**config.mk**
```make
export PLATFORM = sky130hd
export DESIGN_NAME = brightness_curve_mapper
export DESIGN_NICKNAME = d
export VERILOG_FILES = /design/src/sv/bcm_pkg.sv /design/src/sv/bcm_front.sv /design/src/sv/bcm_queue.sv /design/src/sv/bcm_back.sv /design/src/sv/brightness_curve_mapper.sv
export SDC_FILE = /design/constraint.sdc
export NUM_CORES = 1
export LEC_CHECK = 0
export BUFFER_PORTS_ARGS = -buffer_cell sky130_fd_sc_hd__clkbuf_2
export CAP_MARGIN = 10
export CORE_MARGIN = 2
export CORE_UTILIZATION = 30
export DETAILED_ROUTE_END_ITERATION = 10
export HOLD_SLACK_MARGIN = 0.15
export PLACE_DENSITY = 0.47
export SYNTH_ARGS = -nofsm -noshare
export SYNTH_HDL_FRONTEND = slang
export SYNTH_SLANG_ARGS = --single-unit
```
**constraint.sdc**
```tcl
create_clock -name clk_i -period 6.11 [get_ports clk_i]
set_input_delay 0.611 -clock clk_i [delete_from_list [all_inputs] [get_ports clk_i]]
set_output_delay 0.611 -clock clk_i [all_outputs]
set_load 0.05 [all_outputs]
```
**src/sv/bcm_pkg.sv**
```systemverilog
`timescale 1ns / 1ps
`default_nettype none

package bcm_pkg;

  // Curve table geometry.
  localparam int MaxPoints = 16;
  localparam int PtIdxW    = $clog2(MaxPoints);

  // Fixed field widths.
  localparam int CamW  = 8;
  localparam int ScrW  = 7;
  localparam int CntW  = 5;
  localparam int IdxInW = 4;
  localparam int RegIdxW = 3;

  localparam logic [ScrW-1:0] PctMax = ScrW'(100);

  // Divider: product of an 8-bit and a 7-bit magnitude.
  localparam int ProdW    = CamW + ScrW;
  localparam int DivCntW  = $clog2(ProdW);

  // Queue between the front and back ends.
  localparam int QueueDepth = 2;
  localparam int QPtrW      = $clog2(QueueDepth);
  localparam int QCntW      = $clog2(QueueDepth + 1);

  typedef enum logic [RegIdxW-1:0] {
    RegCameraLow   = 3'd0,
    RegCameraHigh  = 3'd1,
    RegScreenLow   = 3'd2,
    RegScreenHigh  = 3'd3,
    RegCurveEnable = 3'd4,
    RegCurveCount  = 3'd5
  } reg_idx_e;

  typedef enum logic {
    OpMap   = 1'b0,
    OpPoint = 1'b1
  } op_e;

  typedef enum logic [1:0] {
    KindWrite  = 2'd0,
    KindCurve  = 2'd1,
    KindLinear = 2'd2
  } kind_e;

  typedef enum logic [2:0] {
    StIdle  = 3'd0,
    StFirst = 3'd1,
    StScan  = 3'd2,
    StMul   = 3'd3,
    StDiv   = 3'd4,
    StRes   = 3'd5
  } back_state_e;

  typedef struct packed {
    logic [CamW-1:0] camera_low;
    logic [CamW-1:0] camera_high;
    logic [ScrW-1:0] screen_low;
    logic [ScrW-1:0] screen_high;
    logic            curve_enable;
    logic [CntW-1:0] curve_count;
  } cfg_t;

  typedef struct packed {
    logic [CamW-1:0] cam;
    logic [ScrW-1:0] scr;
  } point_t;

  typedef struct packed {
    kind_e             kind;
    logic [CamW-1:0]   level;
    logic [PtIdxW-1:0] idx;
    point_t            pt;
    logic [PtIdxW-1:0] last;
  } job_t;

endpackage

`default_nettype wire

```
**src/sv/bcm_front.sv**
```systemverilog
`timescale 1ns / 1ps
`default_nettype none

module bcm_front (
  input  wire logic                         clk_i,
  input  wire logic                         rst_ni,
  input  wire bcm_pkg::cfg_t                cfg_i,
  input  wire logic                         in_valid_i,
  output logic                              in_ready_o,
  input  wire logic                         op_i,
  input  wire logic [bcm_pkg::CamW-1:0]     camera_level_i,
  input  wire logic [bcm_pkg::IdxInW-1:0]   point_index_i,
  input  wire logic [bcm_pkg::CamW-1:0]     point_camera_i,
  input  wire logic [bcm_pkg::ScrW-1:0]     point_screen_i,
  output logic                              push_valid_o,
  input  wire logic                         push_ready_i,
  output bcm_pkg::job_t                     job_o
);

  logic          slot_valid_q, slot_valid_d;
  bcm_pkg::job_t job_q, job_d;
  logic          accept;
  logic          drop;

  assign in_ready_o = !slot_valid_q || push_ready_i;
  assign accept     = in_valid_i && in_ready_o;

  // Classify the word: point writes outside the table are dropped here, map
  // words pick curve or linear mode from the configuration at hand.
  always_comb begin
    int cnt;
    cnt         = int'(cfg_i.curve_count);
    if (cnt > bcm_pkg::MaxPoints) cnt = bcm_pkg::MaxPoints;
    drop        = 1'b0;
    job_d.level = camera_level_i;
    job_d.idx   = bcm_pkg::PtIdxW'(point_index_i);
    job_d.pt    = '{cam: point_camera_i, scr: point_screen_i};
    job_d.last  = bcm_pkg::PtIdxW'(cnt - 1);
    if (bcm_pkg::op_e'(op_i) == bcm_pkg::OpPoint) begin
      job_d.kind = bcm_pkg::KindWrite;
      drop       = int'(point_index_i) >= bcm_pkg::MaxPoints;
    end else if (cfg_i.curve_enable && cnt >= 2) begin
      job_d.kind = bcm_pkg::KindCurve;
    end else begin
      job_d.kind = bcm_pkg::KindLinear;
    end
  end

  always_comb begin
    slot_valid_d = slot_valid_q;
    if (accept) begin
      slot_valid_d = !drop;
    end else if (push_ready_i) begin
      slot_valid_d = 1'b0;
    end
  end

  always_ff @(posedge clk_i or negedge rst_ni) begin
    if (!rst_ni) begin
      slot_valid_q <= 1'b0;
    end else begin
      slot_valid_q <= slot_valid_d;
    end
  end

  always_ff @(posedge clk_i) begin
    if (accept) begin
      job_q <= job_d;
    end
  end

  assign push_valid_o = slot_valid_q;
  assign job_o        = job_q;

endmodule

`default_nettype wire

```
**src/sv/bcm_queue.sv**
```systemverilog
`timescale 1ns / 1ps
`default_nettype none

module bcm_queue (
  input  wire logic          clk_i,
  input  wire logic          rst_ni,
  input  wire logic          push_valid_i,
  output logic               push_ready_o,
  input  wire bcm_pkg::job_t job_i,
  output logic               pop_valid_o,
  input  wire logic          pop_ready_i,
  output bcm_pkg::job_t      job_o
);

  bcm_pkg::job_t                   entry_q [bcm_pkg::QueueDepth];
  logic [bcm_pkg::QPtrW-1:0]       wr_ptr_q, wr_ptr_d;
  logic [bcm_pkg::QPtrW-1:0]       rd_ptr_q, rd_ptr_d;
  logic [bcm_pkg::QCntW-1:0]       count_q, count_d;
  logic                            push, pop;

  assign push_ready_o = count_q != bcm_pkg::QCntW'(bcm_pkg::QueueDepth);
  assign pop_valid_o  = count_q != '0;
  assign push         = push_valid_i && push_ready_o;
  assign pop          = pop_valid_o && pop_ready_i;
  assign job_o        = entry_q[rd_ptr_q];

  always_comb begin
    wr_ptr_d = wr_ptr_q;
    rd_ptr_d = rd_ptr_q;
    count_d  = count_q;
    if (push) begin
      wr_ptr_d = (int'(wr_ptr_q) == bcm_pkg::QueueDepth - 1) ? '0 : wr_ptr_q + 1'b1;
    end
    if (pop) begin
      rd_ptr_d = (int'(rd_ptr_q) == bcm_pkg::QueueDepth - 1) ? '0 : rd_ptr_q + 1'b1;
    end
    if (push && !pop) begin
      count_d = count_q + 1'b1;
    end else if (pop && !push) begin
      count_d = count_q - 1'b1;
    end
  end

  always_ff @(posedge clk_i or negedge rst_ni) begin
    if (!rst_ni) begin
      wr_ptr_q <= '0;
      rd_ptr_q <= '0;
      count_q  <= '0;
    end else begin
      wr_ptr_q <= wr_ptr_d;
      rd_ptr_q <= rd_ptr_d;
      count_q  <= count_d;
    end
  end

  always_ff @(posedge clk_i) begin
    if (push) begin
      entry_q[wr_ptr_q] <= job_i;
    end
  end

endmodule

`default_nettype wire

```
**src/sv/bcm_back.sv**
```systemverilog
`timescale 1ns / 1ps
`default_nettype none

module bcm_back (
  input  wire logic                     clk_i,
  input  wire logic                     rst_ni,
  input  wire bcm_pkg::cfg_t            cfg_i,
  input  wire logic                     pop_valid_i,
  output logic                          pop_ready_o,
  input  wire bcm_pkg::job_t            job_i,
  output logic                          out_valid_o,
  input  wire logic                     out_ready_i,
  output logic [bcm_pkg::ScrW-1:0]      screen_level_o
);

  bcm_pkg::back_state_e state_q, state_d;

  bcm_pkg::point_t curve_mem [bcm_pkg::MaxPoints];
  bcm_pkg::point_t rd_q;
  logic [bcm_pkg::PtIdxW-1:0] rd_addr;
  logic                       mem_we;

  logic [bcm_pkg::PtIdxW-1:0]  idx_q, idx_d;
  logic [bcm_pkg::PtIdxW-1:0]  last_q, last_d;
  logic [bcm_pkg::CamW-1:0]    x_q, x_d;
  bcm_pkg::point_t             prev_q, prev_d;
  bcm_pkg::point_t             first_q, first_d;
  logic [bcm_pkg::CamW-1:0]    dx_q, dx_d;
  logic [bcm_pkg::CamW-1:0]    den_q, den_d;
  logic [bcm_pkg::ScrW-1:0]    y0_q, y0_d;
  logic [bcm_pkg::ScrW-1:0]    dy_q, dy_d;
  logic                        neg_q, neg_d;
  logic [bcm_pkg::ProdW-1:0]   quo_q, quo_d;
  logic [bcm_pkg::CamW-1:0]    rem_q, rem_d;
  logic [bcm_pkg::DivCntW-1:0] step_q, step_d;

  logic                        out_valid_q, out_valid_d;
  logic [bcm_pkg::ScrW-1:0]    out_q;

  logic                        take;
  logic                        hit;
  logic                        at_end;
  logic                        zero_width;
  logic                        lin_flat;
  logic                        res_free;
  logic                        res_load;
  logic                        div_done;
  logic [bcm_pkg::CamW-1:0]    lin_c;
  logic [bcm_pkg::CamW:0]      trial;
  logic signed [bcm_pkg::ScrW+1:0] sum;
  logic [bcm_pkg::ScrW-1:0]    result;

  assign take       = pop_valid_i && pop_ready_o;
  assign hit        = (x_q >= prev_q.cam) && (x_q <= rd_q.cam);
  assign at_end     = idx_q == last_q;
  assign zero_width = rd_q.cam == prev_q.cam;
  assign lin_flat   = cfg_i.camera_low >= cfg_i.camera_high;
  assign res_free   = !out_valid_q || out_ready_i;
  assign div_done   = step_q == bcm_pkg::DivCntW'(bcm_pkg::ProdW - 1);

  // Linear mode clamps the level into the camera bounds first.
  assign lin_c = (job_i.level > cfg_i.camera_high) ? cfg_i.camera_high :
                 (job_i.level < cfg_i.camera_low)  ? cfg_i.camera_low  : job_i.level;

  // One restoring shift-subtract step of the divider.
  assign trial = {rem_q, quo_q[bcm_pkg::ProdW-1]};

  // The quotient never exceeds the screen difference, so it fits the screen width.
  assign sum = neg_q ? $signed({2'b00, y0_q}) - $signed({2'b00, quo_q[bcm_pkg::ScrW-1:0]})
                     : $signed({2'b00, y0_q}) + $signed({2'b00, quo_q[bcm_pkg::ScrW-1:0]});
  assign result = (sum < 0) ? '0 :
                  (sum > $signed({2'b00, bcm_pkg::PctMax})) ? bcm_pkg::PctMax :
                  sum[bcm_pkg::ScrW-1:0];

  // Next state.
  always_comb begin
    state_d = state_q;
    unique case (state_q)
      bcm_pkg::StIdle: begin
        if (pop_valid_i) begin
          unique case (job_i.kind)
            bcm_pkg::KindCurve:  state_d = bcm_pkg::StFirst;
            bcm_pkg::KindLinear: state_d = lin_flat ? bcm_pkg::StRes : bcm_pkg::StMul;
            default:             state_d = bcm_pkg::StIdle;
          endcase
        end
      end
      bcm_pkg::StFirst: state_d = bcm_pkg::StScan;
      bcm_pkg::StScan: begin
        if (hit) begin
          state_d = zero_width ? bcm_pkg::StRes : bcm_pkg::StMul;
        end else if (at_end) begin
          state_d = bcm_pkg::StRes;
        end
      end
      bcm_pkg::StMul: state_d = bcm_pkg::StDiv;
      bcm_pkg::StDiv: begin
        if (div_done) state_d = bcm_pkg::StRes;
      end
      bcm_pkg::StRes: begin
        if (res_free) state_d = bcm_pkg::StIdle;
      end
      default: state_d = bcm_pkg::StIdle;
    endcase
  end

  // Control outputs of the sequencer.
  always_comb begin
    pop_ready_o = 1'b0;
    mem_we      = 1'b0;
    res_load    = 1'b0;
    rd_addr     = '0;
    unique case (state_q)
      bcm_pkg::StIdle: begin
        pop_ready_o = 1'b1;
        mem_we      = pop_valid_i && (job_i.kind == bcm_pkg::KindWrite);
      end
      bcm_pkg::StFirst: rd_addr = bcm_pkg::PtIdxW'(1);
      bcm_pkg::StScan:  rd_addr = idx_q + 1'b1;
      bcm_pkg::StRes:   res_load = res_free;
      default: ;
    endcase
  end

  // Datapath registers.
  always_comb begin
    idx_d   = idx_q;
    last_d  = last_q;
    x_d     = x_q;
    prev_d  = prev_q;
    first_d = first_q;
    dx_d    = dx_q;
    den_d   = den_q;
    y0_d    = y0_q;
    dy_d    = dy_q;
    neg_d   = neg_q;
    quo_d   = quo_q;
    rem_d   = rem_q;
    step_d  = step_q;
    unique case (state_q)
      bcm_pkg::StIdle: begin
        x_d    = job_i.level;
        last_d = job_i.last;
        idx_d  = '0;
        if (take && job_i.kind == bcm_pkg::KindLinear) begin
          dx_d  = lin_c - cfg_i.camera_low;
          den_d = cfg_i.camera_high - cfg_i.camera_low;
          y0_d  = cfg_i.screen_low;
          neg_d = cfg_i.screen_high < cfg_i.screen_low;
          dy_d  = (cfg_i.screen_high < cfg_i.screen_low) ?
                  cfg_i.screen_low - cfg_i.screen_high :
                  cfg_i.screen_high - cfg_i.screen_low;
          quo_d = '0;
        end
      end
      bcm_pkg::StFirst: begin
        first_d = rd_q;
        prev_d  = rd_q;
        idx_d   = bcm_pkg::PtIdxW'(1);
      end
      bcm_pkg::StScan: begin
        quo_d = '0;
        if (hit) begin
          dx_d  = x_q - prev_q.cam;
          den_d = rd_q.cam - prev_q.cam;
          y0_d  = prev_q.scr;
          neg_d = rd_q.scr < prev_q.scr;
          dy_d  = (rd_q.scr < prev_q.scr) ? prev_q.scr - rd_q.scr : rd_q.scr - prev_q.scr;
        end else if (at_end) begin
          // Level lies off the curve: take the first or the last end value.
          y0_d  = (x_q < first_q.cam) ? first_q.scr : rd_q.scr;
          neg_d = 1'b0;
        end else begin
          prev_d = rd_q;
          idx_d  = idx_q + 1'b1;
        end
      end
      bcm_pkg::StMul: begin
        quo_d  = bcm_pkg::ProdW'(dx_q) * bcm_pkg::ProdW'(dy_q);
        rem_d  = '0;
        step_d = '0;
      end
      bcm_pkg::StDiv: begin
        step_d = step_q + 1'b1;
        if (trial >= {1'b0, den_q}) begin
          rem_d = bcm_pkg::CamW'(trial - {1'b0, den_q});
          quo_d = {quo_q[bcm_pkg::ProdW-2:0], 1'b1};
        end else begin
          rem_d = trial[bcm_pkg::CamW-1:0];
          quo_d = {quo_q[bcm_pkg::ProdW-2:0], 1'b0};
        end
      end
      default: ;
    endcase
  end

  always_comb begin
    out_valid_d = out_valid_q;
    if (res_load) begin
      out_valid_d = 1'b1;
    end else if (out_ready_i) begin
      out_valid_d = 1'b0;
    end
  end

  always_ff @(posedge clk_i or negedge rst_ni) begin
    if (!rst_ni) begin
      state_q     <= bcm_pkg::StIdle;
      out_valid_q <= 1'b0;
    end else begin
      state_q     <= state_d;
      out_valid_q <= out_valid_d;
    end
  end

  always_ff @(posedge clk_i) begin
    idx_q   <= idx_d;
    last_q  <= last_d;
    x_q     <= x_d;
    prev_q  <= prev_d;
    first_q <= first_d;
    dx_q    <= dx_d;
    den_q   <= den_d;
    y0_q    <= y0_d;
    dy_q    <= dy_d;
    neg_q   <= neg_d;
    quo_q   <= quo_d;
    rem_q   <= rem_d;
    step_q  <= step_d;
    if (res_load) begin
      out_q <= result;
    end
  end

  // Curve table: one write port, one registered read port.
  always_ff @(posedge clk_i) begin
    if (mem_we) begin
      curve_mem[job_i.idx] <= job_i.pt;
    end
    rd_q <= curve_mem[rd_addr];
  end

  assign out_valid_o    = out_valid_q;
  assign screen_level_o = out_q;

endmodule

`default_nettype wire

```
**src/sv/brightness_curve_mapper.sv**
```systemverilog
// Channel   Direction  Handshake                  Payload
// cfg       in         cfg_we_i                   cfg_index_i, cfg_data_i
// in        in         in_valid_i / in_ready_o    op_i, camera_level_i, point_index_i,
//                                                 point_camera_i, point_screen_i
// out       out        out_valid_o / out_ready_i  screen_level_o
//
// A point write is taken in the idle state and leaves the back end idle. A map word in
// curve mode scans up to a full 16-point table, one point per cycle through the table's
// single read port, and a shift-subtract divider follows; linear mode skips the scan.
// Reset restores the register defaults and leaves the curve table undefined until
// written. A two-word queue between the front and back ends takes words while the back
// end is busy or its output waits.
`timescale 1ns / 1ps
`default_nettype none

module brightness_curve_mapper (
  input  wire logic                           clk_i,
  input  wire logic                           rst_ni,
  input  wire logic                           cfg_we_i,
  input  wire logic [bcm_pkg::RegIdxW-1:0]    cfg_index_i,
  input  wire logic [bcm_pkg::CamW-1:0]       cfg_data_i,
  input  wire logic                           in_valid_i,
  output logic                                in_ready_o,
  input  wire logic                           op_i,
  input  wire logic [bcm_pkg::CamW-1:0]       camera_level_i,
  input  wire logic [bcm_pkg::IdxInW-1:0]     point_index_i,
  input  wire logic [bcm_pkg::CamW-1:0]       point_camera_i,
  input  wire logic [bcm_pkg::ScrW-1:0]       point_screen_i,
  output logic                                out_valid_o,
  input  wire logic                           out_ready_i,
  output logic [bcm_pkg::ScrW-1:0]            screen_level_o
);

  bcm_pkg::cfg_t cfg_q, cfg_d;
  bcm_pkg::job_t front_job, queue_job;
  logic          push_valid, push_ready;
  logic          pop_valid, pop_ready;

  always_comb begin
    cfg_d = cfg_q;
    if (cfg_we_i) begin
      unique case (bcm_pkg::reg_idx_e'(cfg_index_i))
        bcm_pkg::RegCameraLow:   cfg_d.camera_low   = cfg_data_i;
        bcm_pkg::RegCameraHigh:  cfg_d.camera_high  = cfg_data_i;
        bcm_pkg::RegScreenLow:   cfg_d.screen_low   = cfg_data_i[bcm_pkg::ScrW-1:0];
        bcm_pkg::RegScreenHigh:  cfg_d.screen_high  = cfg_data_i[bcm_pkg::ScrW-1:0];
        bcm_pkg::RegCurveEnable: cfg_d.curve_enable = cfg_data_i[0];
        bcm_pkg::RegCurveCount:  cfg_d.curve_count  = cfg_data_i[bcm_pkg::CntW-1:0];
        default: ;
      endcase
    end
  end

  always_ff @(posedge clk_i or negedge rst_ni) begin
    if (!rst_ni) begin
      cfg_q <= '{camera_low:   '0,
                 camera_high:  bcm_pkg::CamW'(100),
                 screen_low:   '0,
                 screen_high:  bcm_pkg::PctMax,
                 curve_enable: 1'b0,
                 curve_count:  '0};
    end else begin
      cfg_q <= cfg_d;
    end
  end

  bcm_front u_front (
    .clk_i          (clk_i),
    .rst_ni         (rst_ni),
    .cfg_i          (cfg_q),
    .in_valid_i     (in_valid_i),
    .in_ready_o     (in_ready_o),
    .op_i           (op_i),
    .camera_level_i (camera_level_i),
    .point_index_i  (point_index_i),
    .point_camera_i (point_camera_i),
    .point_screen_i (point_screen_i),
    .push_valid_o   (push_valid),
    .push_ready_i   (push_ready),
    .job_o          (front_job)
  );

  bcm_queue u_queue (
    .clk_i        (clk_i),
    .rst_ni       (rst_ni),
    .push_valid_i (push_valid),
    .push_ready_o (push_ready),
    .job_i        (front_job),
    .pop_valid_o  (pop_valid),
    .pop_ready_i  (pop_ready),
    .job_o        (queue_job)
  );

  bcm_back u_back (
    .clk_i          (clk_i),
    .rst_ni         (rst_ni),
    .cfg_i          (cfg_q),
    .pop_valid_i    (pop_valid),
    .pop_ready_o    (pop_ready),
    .job_i          (queue_job),
    .out_valid_o    (out_valid_o),
    .out_ready_i    (out_ready_i),
    .screen_level_o (screen_level_o)
  );

endmodule

`default_nettype wire

```
Yosys cells after proc, flatten, opt, wreduce, memory -nomap -nowiden

Memory sizes are Yosys's and may differ from the RTL's. A register that Yosys moved wholly into a read port is not among the register bits.
Index checks and enable logic that the tools add are counted.

Muxes and demuxes: 63
Multipliers: 1
Reductions and logical operators: 40
Add/subtract/negate cells: 18
Equal/unequal tests: 24
Order comparisons: 13

Operator list:

| operator           | number |
|---|---|
| $mux 7             | 9 |
| $pmux 15 s4        | 1 |
| $mux 8             | 7 |
| $pmux 8 s2         | 3 |
| $mux 15            | 3 |
| $sub 8x8->8        | 5 |
| $pmux 15 s2        | 1 |
| $pmux 7 s2         | 2 |
| $sub 7x7->7        | 4 |
| $mux 3             | 7 |
| $pmux 3 s6         | 1 |
| $mux 1             | 17 |
| $ge 8x8->1         | 2 |
| $lt 8x8->1         | 2 |
| $pmux 4 s2         | 2 |
| $mul 8x7->15       | 1 |
| $lt 7x7->1         | 2 |
| $reduce_and 2->1   | 7 |
| $reduce_bool 2->1  | 7 |
| $eq 3x2->1 const B | 4 |
| $eq 3x3->1 const B | 4 |
| $pmux 4 s3         | 1 |
| $reduce_and 3->1   | 4 |
| $ne 2x1->1 const B | 5 |
| other kinds (37)   | 58 |

Logic and storage cells: 196
Input port bits: 44
Memories: 2
RAM bits: 306
Output and inout bits: 9
Flip-flop bits (word level): 189

Memories:

| memory           | depth | width | rd ports | clocked after Yosys merged registers in | wr ports | RTL line        | RTL |
|---|---|---|---|---|---|---|---|
| u_back.curve_mem | 16    | 15    | 1        | 1                                       | 1        | bcm_back.sv:18  | `bcm_pkg::point_t curve_mem [bcm_pkg::MaxPoints];` |
| u_queue.entry_q  | 2     | 33    | 1        | 0                                       | 1        | bcm_queue.sv:15 | `bcm_pkg::job_t entry_q [bcm_pkg::QueueDepth];` |

Depth between registers and ports, before layout

Gate-level depths: netlist of run 1.
An unclocked memory read counts as a cell.

Word-level depth: 7
Gate-level depth with buffers: 21
Gate-level depth less buffers: 20

By module

Synthesis of run 1 repeated with hierarchy kept, for this count alone.

Cells, all modules: 2068
Area total of the unflattened synthesis: 25539.5 µm²

Modules (own cells, without submodules):

| module                  | cells an instance | seq. area each (µm²) | instances | area each (µm²) |
|---|---|---|---|---|
| bcm_back                | 1813              | 10940.5              | 1         | 20254.4 |
| bcm_queue               | 121               | 2082.0               | 1         | 2727.6 |
| brightness_curve_mapper | 80                | 908.4                | 1         | 1395.1 |
| bcm_front               | 54                | 1016.0               | 1         | 1162.4 |

Worst setup path after synthesis of run 1

OpenSTA, ideal clock, no wires.

Kind: register to register
Start: register u_back.dy_q[3] (netlist name)
End: register u_back.quo_q[14] (netlist name) (data pin)
Buffers on the path: 0
Clock period less this slack: 4.363 ns
Slack: 1.747 ns
Arrival: 4.103 ns
Library setup time: 0.260 ns
Data required time: 5.850 ns
Stages on the path, launching flop included: 17
Path through: edfxtp_1 and2_1 fa_1 inv_1 fa_1 inv_1 fa_1 inv_1 fa_1 inv_1 ha_1 a21boi_0 o211ai_1 a21boi_0 nor4_1 a221oi_1 nand2_1

Cells in the longest elaborated chain, start to end: 2

RTL lines:

| item                       | RTL line        | RTL |
|---|---|---|
| from (decl)                | bcm_back.sv:31  | `logic [bcm_pkg::ScrW-1:0] dy_q, dy_d;` |
| from (signal assigned)     | bcm_back.sv:225 | `dy_q <= dy_d;` |
| $mul 8x7->15               | bcm_back.sv:179 | `quo_d = bcm_pkg::ProdW'(dx_q) * bcm_pkg::ProdW'(dy_q);` |
| $pmux 15 s4                | bcm_back.sv:140 | `unique case (state_q)` |
| net u_back.quo_d (one bit) | bcm_back.sv:33  | `logic [bcm_pkg::ProdW-1:0] quo_q, quo_d;` |
| to (signal assigned)       | bcm_back.sv:227 | `quo_q <= quo_d;` |
| to (decl)                  | bcm_back.sv:33  |  |

The timed path passes the listed nets, and every way through them passes these cells.
A chain may end at the register's enable or synchronous reset.

Worst setup path in the final report of run 1

Start: register u_back.dx_q[3] (netlist name)
End: register u_back.quo_q[14] (netlist name) (data pin)

Cells in the longest elaborated chain, start to end: 2

RTL lines:

| item                       | RTL line        | RTL |
|---|---|---|
| from (decl)                | bcm_back.sv:28  | `logic [bcm_pkg::CamW-1:0] dx_q, dx_d;` |
| from (signal assigned)     | bcm_back.sv:222 | `dx_q <= dx_d;` |
| $mul 8x7->15               | bcm_back.sv:179 |  |
| $pmux 15 s4                | bcm_back.sv:140 |  |
| net u_back.quo_d (one bit) | bcm_back.sv:33  |  |

The timed path passes the listed nets, and every way through them passes these cells.

==> impl_metrics.py, run 1 <==
metrics = {
    "timing": {
        "relSlewSlack_pct": 32.3,
        "drv_slew": 0,
        "worstMarginPinSlew_ns": 1.01,
        "skew_ns": 0.0513,
        "setup_viol": 0,
        "max_freq_ghz": 0.209,
        "finalSetupTns_ns": 0,
        "period_share_pct": 78.4,
        "final_hold_viol_count": 0,
        "rsz0062_at_grt": "no",
        "layout_min_cycle_time_ns": 4.79,
        "holdWs_ns": 0.185,
    },
    "die": {
        "fp.dieW_um": 294,
        "dieArea_um2": 86200,
        "pin_count": 53,
        "start_util_pct": 30.2,
        "core_um2": 83300,
        "rows": 106,
        "die_y_um": 294,
    },
    "worst_setup_path": {
        "cp_max_fo": 7,
        "slowest_delay_ns": 0.54,
        "rr_worst_depth": 16,
        "worstSetupPathType": "flip-flop to flip-flop",
        "start_kind": "flip-flop",
        "cp.arrival_ns": 5.15,
        "required_ns": 6.47,
        "worstSetupEndpointType": "flip-flop",
        "path_cells": "and2_1 > fa_1 > inv_1 > fa_1 > inv_1 > fa_1 > inv_1 > fa_1 > inv_1 > ha_1 > a21boi_0 > o211ai_1 > a21boi_0 > nor4_1 > a221oi_1 > nand2_1",
        "worst_path_max_delay_cell": "fa_1",
    },
    "place": {
        "io_buffers": 52,
        "dpl-instance-area_um2": 26800,
        "hpwlAfterDp_um": 39700,
        "place.gp.congestion": 0.814,
    },
    "synthesis": {
        "synth_seq_area_share_pct": 59.4,
        "synth_fp_nets": 2040,
        "syn_avg_cell_area_um2": 13.9,
        "yosysWarningCount": 0,
        "ys_seq_elements": 510,
        "ys.flop_type": "edfxtp_1",
        "postSynthCellCount": 1807,
        "ys_async_sr_fraction_pct": 8.82,
        "ys_types": 86,
        "synth_area_um2": 25200,
        "synth_edf_count": 450,
    },
    "grt": {
        "grt_pass1_vias": 15000,
        "grt_start_max_net_pins": 62,
        "grt_pass1_wl_um": 89800,
        "grt-ovfl-total": 0,
        "grt_usage_pct": 13.6,
        "antenna_found_initial": 1,
    },
    "cells_and_area": {
        "drive_gt1_share_pct": 16.3,
        "final_cell_area_um2": 29100,
        "nFillCells": 8040,
        "syn_to_final_growth_pct": 15.6,
        "n_antenna_cell": 0,
        "nNetsFinal": 2160,
    },
    "flow_run": {
        "maxCapViolations": 0,
    },
    "detailed_routing": {
        "vias_per_cell": 4.74,
        "drt_wl_total_um": 57800,
        "wl_per_cell_um": 18.9,
        "drtIter0Drc": 686,
        "ant_nets": 0,
        "drc": 0,
        "vias": 14500,
        "drt_first_pass_iters": 4,
    },
    "cts": {
        "cts.sink_count": 510,
        "cts_tree": "built",
        "cts-root-buf": "clkbuf_16",
        "path_clk_slew_ns": 0.06,
        "htree_levels": 2,
        "clock_latency_ns": 0.66,
        "post_cts_resized": 0,
        "cts_buffer_depth": 3,
        "cts_made_buffers": 57,
    },
    "worst_hold_path": {
        "min_path_type": "input pin to flip-flop",
        "min_path_cells": 1,
    },
    "status": {
        "outcome": "completed",
    },
}
## layer usage
metal / share of wire (%) / up-vias / global-route usage [%] / wire length [µm]
met5: 0 / - / 0 / 0
met4: 2.0 / 0 / 3.52 / 1180
met3: 3.6 / 72 / 2.02 / 2050
met2: 48 / 228 / 22.9 / 27900
met1: 46 / 7268 / 18.2 / 26700
li1: - / 6916 / - / -
## flip-flops by register name, indices dropped and copies added, names as in the netlist, 8 cells and up
register	count
u_back.first_q	15
u_back.quo_q	15
u_back.prev_q	15
u_back.den_q	8
u_queue.entry_q	66
u_back.x_q	8
u_front.job_o	33
u_back.rem_q	8
cfg_q	36
u_back.curve_mem	240
u_back.rd_q	15
u_back.dx_q	8
## layout make-up
type                       instances  area, µm²  area share [%]
clock inverter                    33        469            1.61
timing repair buffer             116        821            2.82
tap                             1080       1350            4.64
clock buffer                      75       1530            5.27
inverter                         155        582            2.00
sequential                       510      14900            51.4
multi-input combinational       1087       9390            32.3
## worst max-delay path, delay by kind of cell, from the launching register on
family / cells / cell delay, ns
compound gates: 4 / 1.11
fa+ha+maj: 5 / 2.35
buf+inv: 4 / 0.19
flops: 1 / 0.49
simple gates: 3 / 0.39
## final timing paths
check | from | to | slack, ns
setup / recovery | u_back.dx_q[3]$_DFFE_PP_ | u_back.quo_q[14]$_DFFE_PP_ | 1.32
min in group asynchronous | rst_ni | cfg_q[17]$_DFFE_PN0P_ | 0.65
setup reg to reg | u_back.dx_q[3]$_DFFE_PP_ | u_back.quo_q[14]$_DFFE_PP_ | 1.32
max in group asynchronous | rst_ni | u_queue.rd_ptr_q$_DFFE_PN0P_ | 4.94
hold reg to reg | u_front.job_o[9]$_DFFE_PP_ | u_queue.entry_q[0][9]$_DFFE_PP_ | 0.44
hold / removal | camera_level_i[0] | u_front.job_o[23]$_DFFE_PP_ | 0.18
## synth_stat cells (5+ instances only)
library cell	number	area share, %
o211ai_1	11	0.33
xor2_1	22	0.77
dfxtp_1	15	1.2
edfxtp_1	450	54
mux2i_1	24	0.95
dfrtp_1	39	3.9
nand2_1	137	2.0
o21ai_0	86	1.7
xnor2_1	39	1.4
nor3_1	15	0.30
nand3_1	21	0.42
a21oi_1	48	0.95
a21boi_0	10	0.30
and3_1	7	0.17
o31ai_1	5	0.15
o21ai_1	5	0.099
clkbuf_1	41	0.61
a211oi_1	25	0.75
a31oi_1	20	0.50
nor2_1	80	1.2
fa_1	40	3.2
and2_1	61	1.5
nor2b_1	26	0.65
mux2_2	50	2.2
nand2b_1	24	0.60
inv_1	155	2.3
o22ai_1	5	0.12
o21bai_1	6	0.18
ha_1	149	7.4
mux4_2	60	5.4
a21o_1	19	0.57
dfstp_2	6	0.63
or3_1	5	0.12
nand4_1	11	0.27
## logic make-up after synthesis
kind of cell               Yosys count  synth area share [%]
muxes                              137                  8.74
DFF                                510                  59.4
buffers and inverters              210                  3.50
adders and majority gates          189                  10.6
AOI/OAI and AO/OA                  288                  7.49
and+or+nand+nor                    412                  8.16
xor gates and xnor gates            61                  2.12
## cell usage in the layout (no fill, tap or decap), types with 26 or more instances in the layout
cell type,instances
clkbuf_16,57
dfrtp_1,38
fa_1,40
xnor2_1,39
buf_4,36
nor2b_1,26
dlygate4sd3_1,27
nor2_1,78
nand2_1,136
mux2_2,50
inv_1,155
edfxtp_1,450
ha_1,149
and2_1,60
a21oi_1,47
mux4_2,60
clkbuf_2,52
o21ai_0,85
## stage by stage
step	setup slack, ns	std cells	util, %
floorplan	1.75	1807	-
finish	1.32	3056	34.9
detailed placement	1.33	2919	32.2
global route	1.07	3056	34.9
CTS	1.33	3054	34.9
global placement	1.40	2919	32.2
## repair_timing
| item | 4_1_cts | 5_1_grt |
|---|---|---|
| endpoints found under the setup margin | 0 | 0 |
| endpoints found under the hold margin | 65 | 0 |
| buffers inserted | 0 | 0 |
| hold buffers | 27 | 0 |
Power of run 1 is left out: the tool's default activity adds up to more than one toggle a clock period on the data nets, which glitch-free logic cannot reach.
==> run 2: changes to the inputs <==
--- a/config.mk
+++ b/config.mk
@@ -5,13 +5,14 @@
 export SDC_FILE = /design/constraint.sdc
 export NUM_CORES = 1
 export LEC_CHECK = 0
+export ABC_AREA = 1
 export BUFFER_PORTS_ARGS = -buffer_cell sky130_fd_sc_hd__clkbuf_2
 export CAP_MARGIN = 10
 export CORE_MARGIN = 2
 export CORE_UTILIZATION = 30
 export DETAILED_ROUTE_END_ITERATION = 10
 export HOLD_SLACK_MARGIN = 0.15
-export PLACE_DENSITY = 0.47
+export PLACE_DENSITY = 0.49
 export SYNTH_ARGS = -nofsm -noshare
 export SYNTH_HDL_FRONTEND = slang
 export SYNTH_SLANG_ARGS = --single-unit
==> constraint.sdc (replaced) <==
create_clock -name clk_i -period 4.3 [get_ports clk_i]
set_input_delay 0.43 -clock clk_i [delete_from_list [all_inputs] [get_ports clk_i]]
set_output_delay 0.43 -clock clk_i [all_outputs]
set_load 0.05 [all_outputs]
==> run 2 against run 1 <==
Clock skew fell by 0.0041 ns. Worst hold slack gained 0.0044 ns. Clock-buffer cell count is 5 lower. Sequential share of layout area is 1.3 points lower. Critical path type unchanged. Utilization grew 0.26 points. Non-clock buffer count up 47. Final area is 2.5% higher. Area after synthesis is 1.6% higher. Cell count grew 22%. Maximum frequency is 18% higher. Critical endpoint is now u_back.quo_q[12]$_DFFE_PP_.
==> impl_metrics.py, run 2 <==
metrics = {
    "cells_and_area": {
        "n_antenna_cell": 0,
        "final_common_cell": "edfxtp_1",
        "top_register": "u_back.curve_mem",
        "final_cell_mix": "edfxtp_1 (450), nand2_1 (425), inv_1 (285)",
        "largest_reg_flops": 240,
        "nNetsFinal": 2772,
        "final_cell_area_um2": 29800,
        "drive_gt1_share_pct": 10.9,
        "syn_to_final_growth_pct": 16.7,
        "largestRegisters": "u_back.curve_mem (240), u_queue.entry_q (66), cfg_q (36)",
        "finalNonFillerCells": 3731,
    },
    "cts": {
        "htree_levels": 2,
        "cts_made_buffers": 57,
        "cts-root-buf": "clkbuf_16",
        "cts_tree": "built",
        "cts.sink_count": 510,
        "cts_buffer_depth": 3,
        "clock_latency_ns": 0.65,
        "path_clk_slew_ns": 0.06,
    },
    "timing": {
        "holdWs_ns": 0.189,
        "relSlewSlack_pct": 23.9,
        "skew_ns": 0.0472,
        "worstMarginPinSlew_ns": 1.14,
        "final_hold_viol_count": 0,
        "max_freq_ghz": 0.247,
        "period_share_pct": 94.1,
        "setup_viol": 0,
        "layout_min_cycle_time_ns": 4.05,
        "drv_slew": 0,
    },
    "synthesis": {
        "yosys-top-cells-area": "edfxtp_1 (53%), ha_1 (7.3%), nand2_1 (6.3%)",
        "postSynthCellCount": 2401,
        "ys_types": 52,
        "yosysWarningCount": 0,
        "synth_fp_nets": 2634,
        "ys_seq_elements": 510,
        "synth.most_common_cell": "edfxtp_1",
        "yosysTopAreaCell": "edfxtp_1",
        "synth_top_cell_area_share_pct": 52.9,
        "syn_avg_cell_area_um2": 10.6,
        "ys_async_sr_fraction_pct": 8.82,
        "synth_edf_count": 450,
        "ys.flop_type": "edfxtp_1",
        "synth_seq_area_share_pct": 58.5,
        "synth_area_um2": 25600,
        "ys_top_cells_by_count": "edfxtp_1 (450), nand2_1 (427), inv_1 (290)",
    },
    "detailed_routing": {
        "drc": 0,
        "wl_per_cell_um": 17.2,
        "drt_first_pass_iters": 5,
        "vias_per_cell": 4.68,
        "ant_nets": 0,
        "drtIter0Drc": 1226,
        "vias": 17500,
        "drt_wl_total_um": 64100,
    },
    "flow_run": {
        "maxCapViolations": 0,
    },
    "die": {
        "pin_count": 53,
        "core_um2": 84700,
        "dieArea_um2": 87600,
        "die_y_um": 296,
        "fp.dieW_um": 296,
        "rows": 107,
        "start_util_pct": 30.2,
    },
    "grt": {
        "grt_start_max_net_pins": 121,
        "grt_pass1_wl_um": 100000,
        "grt-ovfl-total": 0,
        "antenna_found_initial": 0,
        "grt_pass1_vias": 17400,
        "grt_usage_pct": 14.7,
    },
    "worst_setup_path": {
        "critPathTopFamily": "adder cells",
        "cp.arrival_ns": 4.40,
        "worstSetupPathType": "flip-flop to flip-flop",
        "crit_top_cell": "fa_1",
        "worst-path-buf-inv": 4,
        "path_cells": "nand2_2 > inv_2 > fa_1 > fa_1 > fa_1 > inv_1 > fa_1 > inv_2 > ha_4 > a21oi_2 > o21ai_2 > a31o_2 > inv_2 > nor2_1 > nor2_1 > nand2_1 > nand3_1 > nand2_1",
        "worst_path_max_delay_cell": "fa_1",
        "cp_max_fo": 4,
        "worstSetupEndpointType": "flip-flop",
        "required_ns": 4.65,
        "start_kind": "flip-flop",
        "slowest_delay_ns": 0.54,
    },
    "place": {
        "dpl-instance-area_um2": 27400,
        "io_buffers": 52,
        "hpwlAfterDp_um": 44100,
        "dp.cells": 3575,
        "place.gp.congestion": 0.826,
    },
    "status": {
        "outcome": "completed",
    },
    "worst_hold_path": {
        "min_path_type": "input pin to flip-flop",
    },
}
run 2: changes by cell type after synthesis, sizes merged, moves of 59 or more:
cell | previous run | this run
and2 | 61 | 2
nand2 | 137 | 432
nor2 | 80 | 228
inv | 155 | 298
o21ai | 92 | 259
mux4 | 60 | 0
run 2: logic make-up after synthesis:
logic type / share of synthesized area (%)
flip-flops: 58.5
buffers and inverters: 5.98
AO/OA/AOI/OAI: 11.0
multiplexers: 0.196
XOR/XNOR: 1.68
adder cells (fa/ha/maj): 10.4
AND/OR/NAND/NOR: 12.2
run 2: layout make-up:
cell class	count	area (µm²)
inverter	299	1130
timing repair buffer	163	1210
fill	8400	54900
sequential	510	14900
tap	1144	1430
multi-input combinational	1508	9200
clock buffer	70	1520
clock inverter	37	395
run 2: per-stage QoR:
step | TNS [ns] | util [%] | setup WS (ns)
2_1_floorplan | 0 | - | 0.131
3_3_place_gp | 0 | 32.3 | 0.0688
3_5_place_dp | 0 | 32.3 | 0.0809
4_1_cts | 0 | 35.0 | 0.0614
5_1_grt | -0.0457 | 35.2 | -0.0342
6_report | 0 | 35.2 | 0.253
run 2: tightest hold or removal path: stages:
cell,delay [ns]
clkbuf_2,0.07
inv_1,0.10
o21ai_0,0.18
run 2: per-layer routing:
metal | track usage [%] | part of all wire (%)
met1 | 20.1 | 46
met4 | 3.81 | 2.0
met3 | 1.82 | 4.0
met5 | 0 | 0
met2 | 24.8 | 48
run 2: path summary, 6_finish.rpt:
| path | depth (start not counted) | slack, ns | to | start |
|---|---|---|---|---|
| max | 18 | 0.25 | u_back.quo_q[12]$_DFFE_PP_ | u_back.dx_q[6]$_DFFE_PP_ |
| min | 3 | 0.19 | cfg_q[3]$_DFFE_PN0P_ | cfg_data_i[3] |
| max reg2reg | 18 | 0.25 | u_back.quo_q[12]$_DFFE_PP_ | u_back.dx_q[6]$_DFFE_PP_ |
| min reg2reg | 0 | 0.43 | u_queue.entry_q[0][7]$_DFFE_PP_ | u_front.job_o[7]$_DFFE_PP_ |
| max in group asynchronous | 3 | 3.38 | u_back.out_valid_o$_DFFE_PN0P_ | rst_ni |
| min in group asynchronous | 3 | 0.45 | cfg_q[32]$_DFFE_PN0P_ | rst_ni |
run 2: repair_timing:
item / in CTS / in global routing
resized for setup: 0 / 26
setup endpoints to repair: 0 / 12
endpoints found under the hold margin: 80 / 0
hold buffers: 36 / 0
setup buffers: 0 / 13
Power of run 2 is left out for the same reason.
